[src/design/mzg_pkg.sv]
// ----------------------------------------------------------------------------
// mzg_pkg
// Shared constants, item types and list control for the maze generator.
// ----------------------------------------------------------------------------
package mzg_pkg;

    localparam int GridSize  = 23;
    localparam int WallSlots = 512;

    localparam int CoordW    = 5;
    localparam int EntryW    = 10;
    localparam int RndW      = 15;
    localparam int PendW     = 10;
    localparam int CntW      = $clog2(WallSlots + 1);
    localparam int IdxW      = $clog2(WallSlots);
    localparam int HalfCells = (GridSize - 1) / 2;
    localparam int HalfW     = $clog2(HalfCells);

    localparam int TreeL1 = (WallSlots + 7) / 8;
    localparam int TreeL2 = (TreeL1 + 7) / 8;
    localparam int TreeL3 = (TreeL2 + 7) / 8;

    localparam logic [1:0] CmdInit = 2'd0;
    localparam logic [1:0] CmdStep = 2'd1;
    localparam logic [1:0] CmdRead = 2'd2;

    typedef struct packed {
        logic [1:0]        command;
        logic [RndW-1:0]   random_value;
        logic [CoordW-1:0] cell_x;
        logic [CoordW-1:0] cell_y;
    } t_in_item;

    typedef struct packed {
        logic             cell_is_wall;
        logic             wall_opened;
        logic [PendW-1:0] walls_pending;
        logic             maze_done;
    } t_out_item;

    typedef struct packed {
        logic              init;
        logic              app;
        logic [IdxW-1:0]   app_addr;
        logic [EntryW-1:0] app_data;
        logic              shift;
        logic [IdxW-1:0]   pos;
    } t_list_ctl;

    function automatic logic [EntryW-1:0] pack_entry(input logic [CoordW-1:0] x,
                                                     input logic [CoordW-1:0] y);
        return {x, y};
    endfunction

endpackage

[src/design/mzg_mod.sv]
// ----------------------------------------------------------------------------
// mzg_mod
// Restoring remainder unit: one dividend bit per cycle.
// ----------------------------------------------------------------------------
module mzg_mod import mzg_pkg::*; (
    input  logic            i_clk,
    input  logic            i_rst_n,
    input  logic            i_start,
    input  logic [RndW-1:0] i_dividend,
    input  logic [CntW-1:0] i_divisor,
    output logic            o_busy,
    output logic [IdxW-1:0] o_rem
);

    localparam int StepW = $clog2(RndW + 1);

    logic [StepW-1:0] r_left;
    logic [RndW-1:0]  r_num;
    logic [CntW-1:0]  r_den;
    logic [CntW-1:0]  r_rem;
    logic [CntW:0]    w_trial;
    logic [CntW-1:0]  n_rem;

    always_comb begin
        w_trial = {r_rem, r_num[RndW-1]};
        if (w_trial >= {1'b0, r_den}) begin
            n_rem = CntW'(w_trial - {1'b0, r_den});
        end else begin
            n_rem = CntW'(w_trial);
        end
    end

    always_ff @(posedge i_clk) begin
        if (!i_rst_n) begin
            r_left <= '0;
        end else if (i_start) begin
            r_left <= StepW'(RndW);
            r_num  <= i_dividend;
            r_den  <= i_divisor;
            r_rem  <= '0;
        end else if (r_left != '0) begin
            r_left <= r_left - StepW'(1);
            r_num  <= {r_num[RndW-2:0], 1'b0};
            r_rem  <= n_rem;
        end
    end

    assign o_busy = (r_left != '0);
    assign o_rem  = r_rem[IdxW-1:0];

endmodule

[config.mk]
export PLATFORM = sky130hd
export DESIGN_NAME = mzg_mod
export DESIGN_NICKNAME = d
export VERILOG_FILES = /design/src/design/mzg_pkg.sv /design/src/design/mzg_mod.sv
export SDC_FILE = /design/constraint.sdc
export NUM_CORES = 1
export LEC_CHECK = 0
export BUFFER_PORTS_ARGS = -buffer_cell sky130_fd_sc_hd__buf_4
export CAP_MARGIN = 20
export CORE_UTILIZATION = 50
export DETAILED_ROUTE_END_ITERATION = 6
export GPL_TIMING_DRIVEN = 0
export PLACE_DENSITY = 0.72
export SLEW_MARGIN = 15
export SYNTH_ARGS = -nofsm -noshare
export SYNTH_HDL_FRONTEND = slang
export SYNTH_SLANG_ARGS = --single-unit
[constraint.sdc]
create_clock -name i_clk -period 3.32 [get_ports i_clk]
set_input_delay 0.498 -clock i_clk [delete_from_list [all_inputs] [get_ports i_clk]]
set_output_delay 0.498 -clock i_clk [all_outputs]
set_load 0.02 [all_outputs]
==> results_dict.tcl, run 1 <==
set metrics [dict create \
    status "finished, final reports clean" \
    place.gp.congestion 0.856 \
    final_cell_mix "buf_4, edfxtp_1, inv_1" \
    final_hold_viol_count 0 \
    slew_headroom_pct 34.3 \
    firstDrtPassIters 4 \
    hold_end "r_den[5]$_DFFE_PP_" \
    synth_top_family_by_area "compound AO/OA/AOI/OAI gates" \
    leakagePower_uw 0.00114 \
    regArea_um2 1130 \
    yosys_register_bits 39 \
    crit_family "simple AND/OR/NAND/NOR gates" \
    yosys.area_share.simple_pct 8.66 \
    grt_pass1_wl_um 7010 \
    ys_seq_area_share_pct 50.8 \
    grt_usage_pct 20.8 \
    post_cts_resize_count 0 \
    cts_buffers 5 \
    critical-path-max-stage-delay_ns 0.46 \
    maxCapViolCount 0 \
    synth_fa_ha_area_share_pct 7.65 \
    critPathMostFrequentCell "inv_1" \
    fin_crit_ns 2.49 \
    start_kind "flip-flop" \
    critPathBufInv 2 \
    setup_tns_ns 0 \
    dp_hpwl_um 3220 \
    grt_max_degree 26 \
    diodes 0 \
    cp.depth 9 \
    synthCells 190 \
    fin_nets 274 \
    max_freq_mhz 401 \
    skew_ns 0.0120 \
    die_w_um 68.7 \
    synth_area_leaders "edfxtp_1, mux2_2, ha_1, dfxtp_1, mux2i_1" \
    synth_ff_type "edfxtp_1" \
    crit_chain "inv_1 -> ha_1 -> inv_1 -> fa_1 -> a211o_1 -> and3_1 -> or4_1 -> nand3_1 -> mux2i_1" \
    hp-start "i_divisor[5]" \
    holdCritPathClass "primary input to flip-flop" \
    fill_cells 344 \
    yosysTopAreaCellShare_pct 47.2 \
    vias_per_cell 5.51 \
    grt_pass1_vias 1542 \
    cts_sinks 39 \
    synthXorXnorAreaFrac_pct 1.57 \
    path_class "flip-flop to flip-flop" \
    cp_data_arrival_time_ns 2.52 \
    rsz0062_at_grt "no" \
    wl_per_cell_um 15.6 \
    synthesis.nets 231 \
    syn_area_per_cell_um2 11.7 \
    synth_largest_area_cell "edfxtp_1" \
    insertion_delay_ns 0.29 \
    multiInputGateArea_um2 931 \
    drv_slew 0 \
    pre_cts_slack_ns 0.847 \
    wl_um 4440 \
    p_per_area_nw_per_um2 541 \
    drc 0 \
    start_util_pct 53.7 \
    irDropWorstVdd_mv 0.316 \
    yosys_warnings 0 \
    reg2regPathDepth 9 \
    setup_viol 0 \
    final_layout_size_suffix_gt1_share_pct 31.6 \
    die-area_um2 4720 \
    cp_max_fo 3 \
    required_ns 3.35 \
    hold_depth 1 \
    cts_tree "yes" \
    min_period_over_period_pct 75.1 \
    die_h_um 68.7 \
    tightestPinTransition_ns 0.985 \
    clockRootBuffer "clkbuf_8" \
    end_kind "flip-flop" \
    crit_slowest_cell "or4_1" \
    placementRows 23 \
    grt-ovfl-total 0 \
    drt_iter0_drc 79 \
    yosys.cell_types.count 44 \
    final_cell_area_um2 2640 \
    synth_compound_area_share_pct 12.5 \
    drtAntennaViolNets 0 \
    postPlaceCellArea_um2 2560 \
    r2r-start "r_num[14]$_DFFE_PP_" \
    rr_endpoint "r_rem[8]$_SDFFCE_PP0P_" \
    grt_antenna_before_repair 0 \
    synth-edff-count 35 \
    clkTransAtPathRegs_ns 0.08 \
    area_delta_synth_final_pct 18.8 \
    yosys-mux-area-fraction_pct 11.4 \
    setup_ws_ns 0.825 \
    portBuffers 36 \
    cts_hold_buf 0 \
    ios 38 \
    core_um2 4140 \
    netlist_area_um2 2220 \
    h-tree-depth 2 \
    cts_buffer_depth 2 \
    ff2ff_setup_slack_ns 0.83 \
    postCtsSetupRepairBufs 0 \
    num_vias 1565 \
    async_flop_share_pct 0 \
    final_common_cell "buf_4" \
]
-- per-layer routing --
layer,share of wire (%),global-route usage [%],vias up
met5,0,0,-
met4,0.61,5.10,0
met3,4.5,4.61,2
met2,51,38.0,40
met1,43,24.5,751
li1,-,-,772
-- how the worst max path moves through the flow --
stage	startpoint	to	slack (ns)
after floorplan	r_num[14]$_DFFE_PP_	r_rem[8]$_SDFFCE_PP0P_	1.01
after global placement	r_num[14]$_DFFE_PP_	r_rem[8]$_SDFFCE_PP0P_	0.89
after detailed placement	r_num[14]$_DFFE_PP_	r_rem[8]$_SDFFCE_PP0P_	0.85
after CTS	r_num[14]$_DFFE_PP_	r_rem[8]$_SDFFCE_PP0P_	0.83
after global routing	r_num[14]$_DFFE_PP_	r_rem[8]$_SDFFCE_PP0P_	0.68
final	r_num[14]$_DFFE_PP_	r_rem[8]$_SDFFCE_PP0P_	0.83
-- cells in the mapped netlist, drive strengths merged (2+ instances only) --
master and n:
a31o 4, inv 17, dfxtp 4, clkbuf 4, nand3 2, o211ai 2, nor2b 3, a211oi 3
nor3 4, o31ai 2, nor2 9, mux2i 7, xnor2 3, a21o 2, and2 3, a21oi 7
o21ai 6, edfxtp 35, nand2 11, mux2 16, and3 2, ha 12, buf 10, o21a 4
a31oi 4
-- cell type report --
type	instances	share of cell area, %
multi-input cells	119	35.2
plain buffers	14	3.55
repair buffers	36	10.2
clock buffers	6	2.75
inverters	18	2.60
well taps	50	2.37
flip-flops and latches	39	42.8
clock inverters	2	0.473
-- cells by family (layout without fill, tap and decap cells) --
logic type               after synthesis  count (layout)
AO/OA/AOI/OAI                         40              40
XOR/XNOR                               4               4
adder cells (fa/ha/maj)               13              13
buffers and inverters                 32              76
flip-flops                            39              39
multiplexers                          23              23
AND/OR/NAND/NOR                       39              39
-- sequential cells by signal, summed over array words and instances (netlist names) --
| register | flops |
|---|---|
| r_num | 15 |
| r_den | 10 |
| r_rem | 10 |
| r_left | 4 |
-- power breakdown --
group | internal, uW | leakage (uW) | switching, uW | total (uW)
registers | 608 | 0.000375 | 33.3 | 641
clock network | 147 | 0.0000412 | 160 | 307
logic | 238 | 0.000723 | 244 | 482
total | 993 | 0.00114 | 438 | 1430
-- per-stage QoR --
step                      util (%)  hold slack (ns)  cells  power (uW)
after floorplan                  -            0.525    190         998
after global placement        61.7            0.526    276        1110
after detailed placement      61.7            0.536    276        1130
after CTS                     63.8            0.377    284        1440
after global routing          63.8            0.365    284        1520
final                         63.8            0.382    284        1430
No activity file was read; power rests on OpenSTA's default activity.
==> inputs of run 2 (changes only) <==
==> constraint.sdc (replaced) <==
create_clock -name i_clk -period 2.35 [get_ports i_clk]
set_input_delay 0.3525 -clock i_clk [delete_from_list [all_inputs] [get_ports i_clk]]
set_output_delay 0.3525 -clock i_clk [all_outputs]
set_load 0.02 [all_outputs]
==> run 2 against run 1 <==
Effect of this change:
- count of clock-buffer cells in the layout stayed put
- worst hold slack worse by 0.15 ns
- sequential power is 41% higher
- highest routed layer unchanged
==> results_dict.tcl, run 2 (synthesis results as in run 1) <==
set metrics [dict create \
    status "finished, final reports clean" \
    largest_register_ffs 15 \
    fin_nets 280 \
    cts_sinks 39 \
    clockRootBuffer "clkbuf_8" \
    fill_cells 340 \
    wl_um 4660 \
    drtAntennaViolNets 0 \
    combPwrFrac_pct 35.4 \
    pwr-share-clk_pct 21.0 \
    die-area_um2 4720 \
    final_layout_size_suffix_gt1_share_pct 37.9 \
    ios 38 \
    top_register "r_num" \
    crit_family "compound AO/OA/AOI/OAI gates" \
    drv_slew 0 \
    maxCapViolCount 0 \
    drt_iter0_drc 48 \
    stdcell_count 290 \
    setup_viol 0 \
    irDropWorstVdd_mv 0.455 \
    critPathBufInv 2 \
    path_class "flip-flop to flip-flop" \
    top_regs "r_num x15, r_den x10, r_rem x10" \
    max_freq_mhz 430 \
    power_switching_uw 645 \
    hp-start "i_divisor[5]" \
    dp_hpwl_um 3220 \
    wl_per_cell_um 16.1 \
    grt_pass1_wl_um 7290 \
    area_delta_synth_final_pct 22.9 \
    final_hold_viol_count 0 \
    slew_headroom_pct 34.5 \
    top_usage_layer "met2" \
    p_per_area_nw_per_um2 762 \
    use_met1_pct 25.1 \
    crit_slowest_cell "edfxtp_1" \
    diodes 0 \
    tightestPinTransition_ns 0.981 \
    startpoint "r_rem[4]$_SDFFCE_PP0P_" \
    cp_data_arrival_time_ns 2.37 \
    cts_buffers 5 \
    min_period_over_period_pct 99.0 \
    dp_cells 276 \
    grt_max_degree 26 \
    grt_usage_pct 21.7 \
    crit_chain "ha_2 -> and3_1 -> a41o_1 -> clkinv_2 -> a31o_1 -> buf_6 -> mux2_4" \
    leakagePower_uw 0.00116 \
    whs_ns 0.232 \
    final_cell_mix "buf_4, edfxtp_1, inv_1" \
    met2_usage_pct 39.7 \
    portBuffers 36 \
    drc 0 \
    final_common_cell "buf_4" \
    num_vias 1599 \
    core_um2 4140 \
    grt_antenna_before_repair 0 \
    use_met3_pct 4.61 \
    die_h_um 68.7 \
    seqPwrFrac_pct 43.6 \
    vias_per_cell 5.51 \
    cp_max_fo 8 \
    fin_crit_ns 2.33 \
    skew_ns 0.0124 \
    final_cell_area_um2 2730 \
    firstDrtPassIters 4 \
    r2r-start "r_rem[4]$_SDFFCE_PP0P_" \
    rsz0062_at_grt "yes" \
    fin_util_pct 66.0 \
    start_util_pct 53.7 \
    die_w_um 68.7 \
    cts_buffer_depth 2 \
    insertion_delay_ns 0.29 \
    end_kind "flip-flop" \
    holdCritPathClass "primary input to flip-flop" \
    grt_pass1_vias 1597 \
    start_kind "flip-flop" \
    required_ns 2.40 \
    clkTransAtPathRegs_ns 0.08 \
    cts_tree "yes" \
    h-tree-depth 2 \
    grt-ovfl-total 0 \
    placementRows 23 \
    critical-path-max-stage-delay_ns 0.42 \
    p_int_uw 1440 \
    swShare_pct 31.0 \
    cts_hold_buf 0 \
    postPlaceCellArea_um2 2560 \
    place.gp.congestion 0.856 \
]
==> run 2: final timing paths <==
check | end | slack [ns] | depth (start not counted)
hold / removal | r_den[5]$_DFFE_PP_ | 0.23 | 1
setup reg to reg | r_rem[4]$_SDFFCE_PP0P_ | 0.02 | 7
hold reg to reg | r_num[5]$_DFFE_PP_ | 0.55 | 1
setup / recovery | r_rem[4]$_SDFFCE_PP0P_ | 0.02 | 7
==> run 2: final cells by class <==
class | count | area, um^2 | share of cell area, %
sequential | 39 | 1130 | 41.4
multi-input combinational | 119 | 977 | 35.7
timing repair buffer | 42 | 315 | 11.5
buffer | 14 | 93.8 | 3.43
clock buffer | 6 | 72.6 | 2.65
inverter | 18 | 68.8 | 2.52
tap | 50 | 62.6 | 2.29
clock inverter | 2 | 12.5 | 0.458
==> run 2: layer usage <==
layer	wire, um	share of wire (%)
met1	1960	42
met2	2480	53
met4	57	1.2
met5	0	0
met3	162	3.5
==> run 2: timing repair <==
| item | 4_1_cts | 5_1_grt |
|---|---|---|
| pin swaps | 3 | 3 |
| buffers inserted | 3 | 3 |
| endpoints found under the setup margin | 2 | 4 |
| resized for setup | 7 | 6 |
==> run 2: power groups by stage <==
stage               clock network [uW]  registers (uW)  logic (uW)
floorplan                            0             905         505
global placement                     0             915         652
detailed placement                   0             921         675
CTS                                446             907         701
global route                       481             919         807
finish                             438             907         738
==> run 2: through the flow <==
step                TNS, ns  total power (uW)  setup slack [ns]
floorplan                 0              1410            0.0405
global placement    -0.0818              1570           -0.0818
detailed placement   -0.158              1600            -0.123
CTS                 -0.0302              2050           -0.0302
global route         -0.123              2210           -0.0593
finish                    0              2080            0.0229
==> inputs of run 3 (changes only) <==
--- a/config.mk
+++ b/config.mk
@@ -10,7 +10,8 @@
 export CORE_UTILIZATION = 50
 export DETAILED_ROUTE_END_ITERATION = 6
 export GPL_TIMING_DRIVEN = 0
-export PLACE_DENSITY = 0.72
+export PLACE_DENSITY = 0.75
+export REMOVE_ABC_BUFFERS = 1
 export SLEW_MARGIN = 15
 export SYNTH_ARGS = -nofsm -noshare
 export SYNTH_HDL_FRONTEND = slang
==> constraint.sdc (replaced) <==
create_clock -name i_clk -period 2.1 [get_ports i_clk]
set_input_delay 0.315 -clock i_clk [delete_from_list [all_inputs] [get_ports i_clk]]
set_output_delay 0.315 -clock i_clk [all_outputs]
set_load 0.02 [all_outputs]
==> run 3 against run 2 <==
Effect of this change:
- the run now ends with setup timing left
- worst hold slack worse by 0.038 ns
- sequential cell count stayed put
- clock skew fell by 0.0047 ns
- count of clock-buffer cells in the layout stayed put
- via count is 3.3% lower
- utilization shrank 0.63 points
- sequential share of layout area grew 0.40 points
- non-clock buffer count shrank 8
- combinational power is 12% higher
- highest routed layer unchanged
==> results_dict.tcl, run 3 (synthesis results as in run 1) <==
set metrics [dict create \
    status "complete, but fails checks" \
    failed_checks "setup timing" \
    fin_crit_ns 2.31 \
    end_kind "flip-flop" \
    grt_usage_pct 19.0 \
    max_freq_mhz 433 \
    cts_sinks 39 \
    largest_register_ffs 15 \
    insertion_delay_ns 0.29 \
    drv_slew 0 \
    holdCritPathClass "primary input to flip-flop" \
    rsz0062_at_grt "yes" \
    min_period_over_period_pct 110 \
    drc 0 \
    final_cell_mix "buf_4, edfxtp_1, inv_1" \
    reg2regPathDepth 9 \
    ios 38 \
    dp_hpwl_um 2630 \
    path_class "flip-flop to flip-flop" \
    grt_max_degree 27 \
    wl_um 4070 \
    num_vias 1547 \
    vias_per_cell 5.49 \
    final_common_cell "buf_4" \
    stdcell_count 282 \
    area_delta_synth_final_pct 21.7 \
    diodes 0 \
    clockRootBuffer "clkbuf_8" \
    core_um2 4140 \
    placementRows 23 \
    portBuffers 37 \
    drtAntennaViolNets 0 \
    cts_buffer_depth 2 \
    irDropWorstVdd_mv 0.511 \
    grt-ovfl-total 0 \
    clkTransAtPathRegs_ns 0.08 \
    cts_tree "yes" \
    die-area_um2 4720 \
    final_hold_viol_count 0 \
    setup_ws_ns -0.210 \
    start_kind "flip-flop" \
    h-tree-depth 2 \
    setup_tns_ns -1.17 \
    dp_cells 263 \
    maxCapViolCount 0 \
    cts_buffers 5 \
    pre_cts_slack_ns -0.452 \
    skew_ns 0.00774 \
    setup_viol 9 \
    start_util_pct 53.7 \
    final_layout_size_suffix_gt1_share_pct 37.9 \
    grt_pass1_vias 1432 \
    slew_headroom_pct 33.7 \
    p_per_area_nw_per_um2 860 \
    die_w_um 68.7 \
    grt_antenna_before_repair 0 \
    cts_hold_buf 0 \
    drt_iter0_drc 85 \
    die_h_um 68.7 \
    wl_per_cell_um 14.4 \
    p_total_uw 2330 \
    top_regs "r_num x15, r_den x10, r_rem x10" \
    grt_pass1_wl_um 6360 \
    place.gp.congestion 0.787 \
    top_register "r_num" \
    cp_max_fo 2 \
    hold_depth 1 \
    cp_data_arrival_time_ns 2.36 \
    leakagePower_uw 0.00114 \
    firstDrtPassIters 4 \
    fin_nets 272 \
    required_ns 2.15 \
    tightestPinTransition_ns 0.993 \
]
==> run 3: final timing paths <==
check / endpoint / slack [ns] / from
max: r_rem[8]$_SDFFCE_PP0P_ / -0.21 / r_num[14]$_DFFE_PP_
min: r_den[1]$_DFFE_PP_ / 0.19 / i_divisor[1]
max reg2reg: r_rem[8]$_SDFFCE_PP0P_ / -0.21 / r_num[14]$_DFFE_PP_
min reg2reg: r_num[11]$_DFFE_PP_ / 0.55 / r_num[10]$_DFFE_PP_
==> run 3: metrics by stage <==
stage / utilization, % / hold slack, ns / instance area (um^2)
3_3_place_gp: 59.6 / 0.493 / 2470
5_1_grt: 65.3 / 0.180 / 2710
3_5_place_dp: 59.6 / 0.494 / 2470
2_1_floorplan: - / 0.414 / 2130
6_report: 65.3 / 0.194 / 2710
4_1_cts: 63.3 / 0.183 / 2620
==> run 3: what timing repair did <==
action | in CTS | in global routing
setup endpoints to repair | 33 | 34
gates resized for setup | 12 | 5
pin swaps | 3 | 5
gates cloned | 0 | 0
setup buffers | 3 | 8
==> run 3: per-layer routing <==
metal / track usage, % / wire [um] / up-vias
li1: - / - / 771
met1: 22.9 / 1870 / 733
met5: 0 / 0 / -
met4: 7.40 / 57 / 0
met3: 5.43 / 162 / 7
met2: 32.0 / 1980 / 36
==> run 3: layout make-up <==
type	count	area (um^2)
inverters	18	68.8
repair buffers	48	364
multi-input cells	119	996
fillers	356	1440
well taps	50	62.6
clock inverters	2	12.5
clock buffers	6	72.6
flip-flops and latches	39	1130
==> run 3: critical path: stages, from the launching register on <==
cell and delay (ns):
edfxtp_1 0.38, inv_2 0.09, ha_4 0.13, inv_2 0.03, fa_2 0.33, a211o_1 0.30
and3_4 0.18, or4_1 0.45, nand3_1 0.09, mux2i_1 0.08
==> run 3: report_power, final <==
group,switching [uW],internal (uW)
clock,260,232
sequential,48.3,961
combinational,409,418
total,718,1610
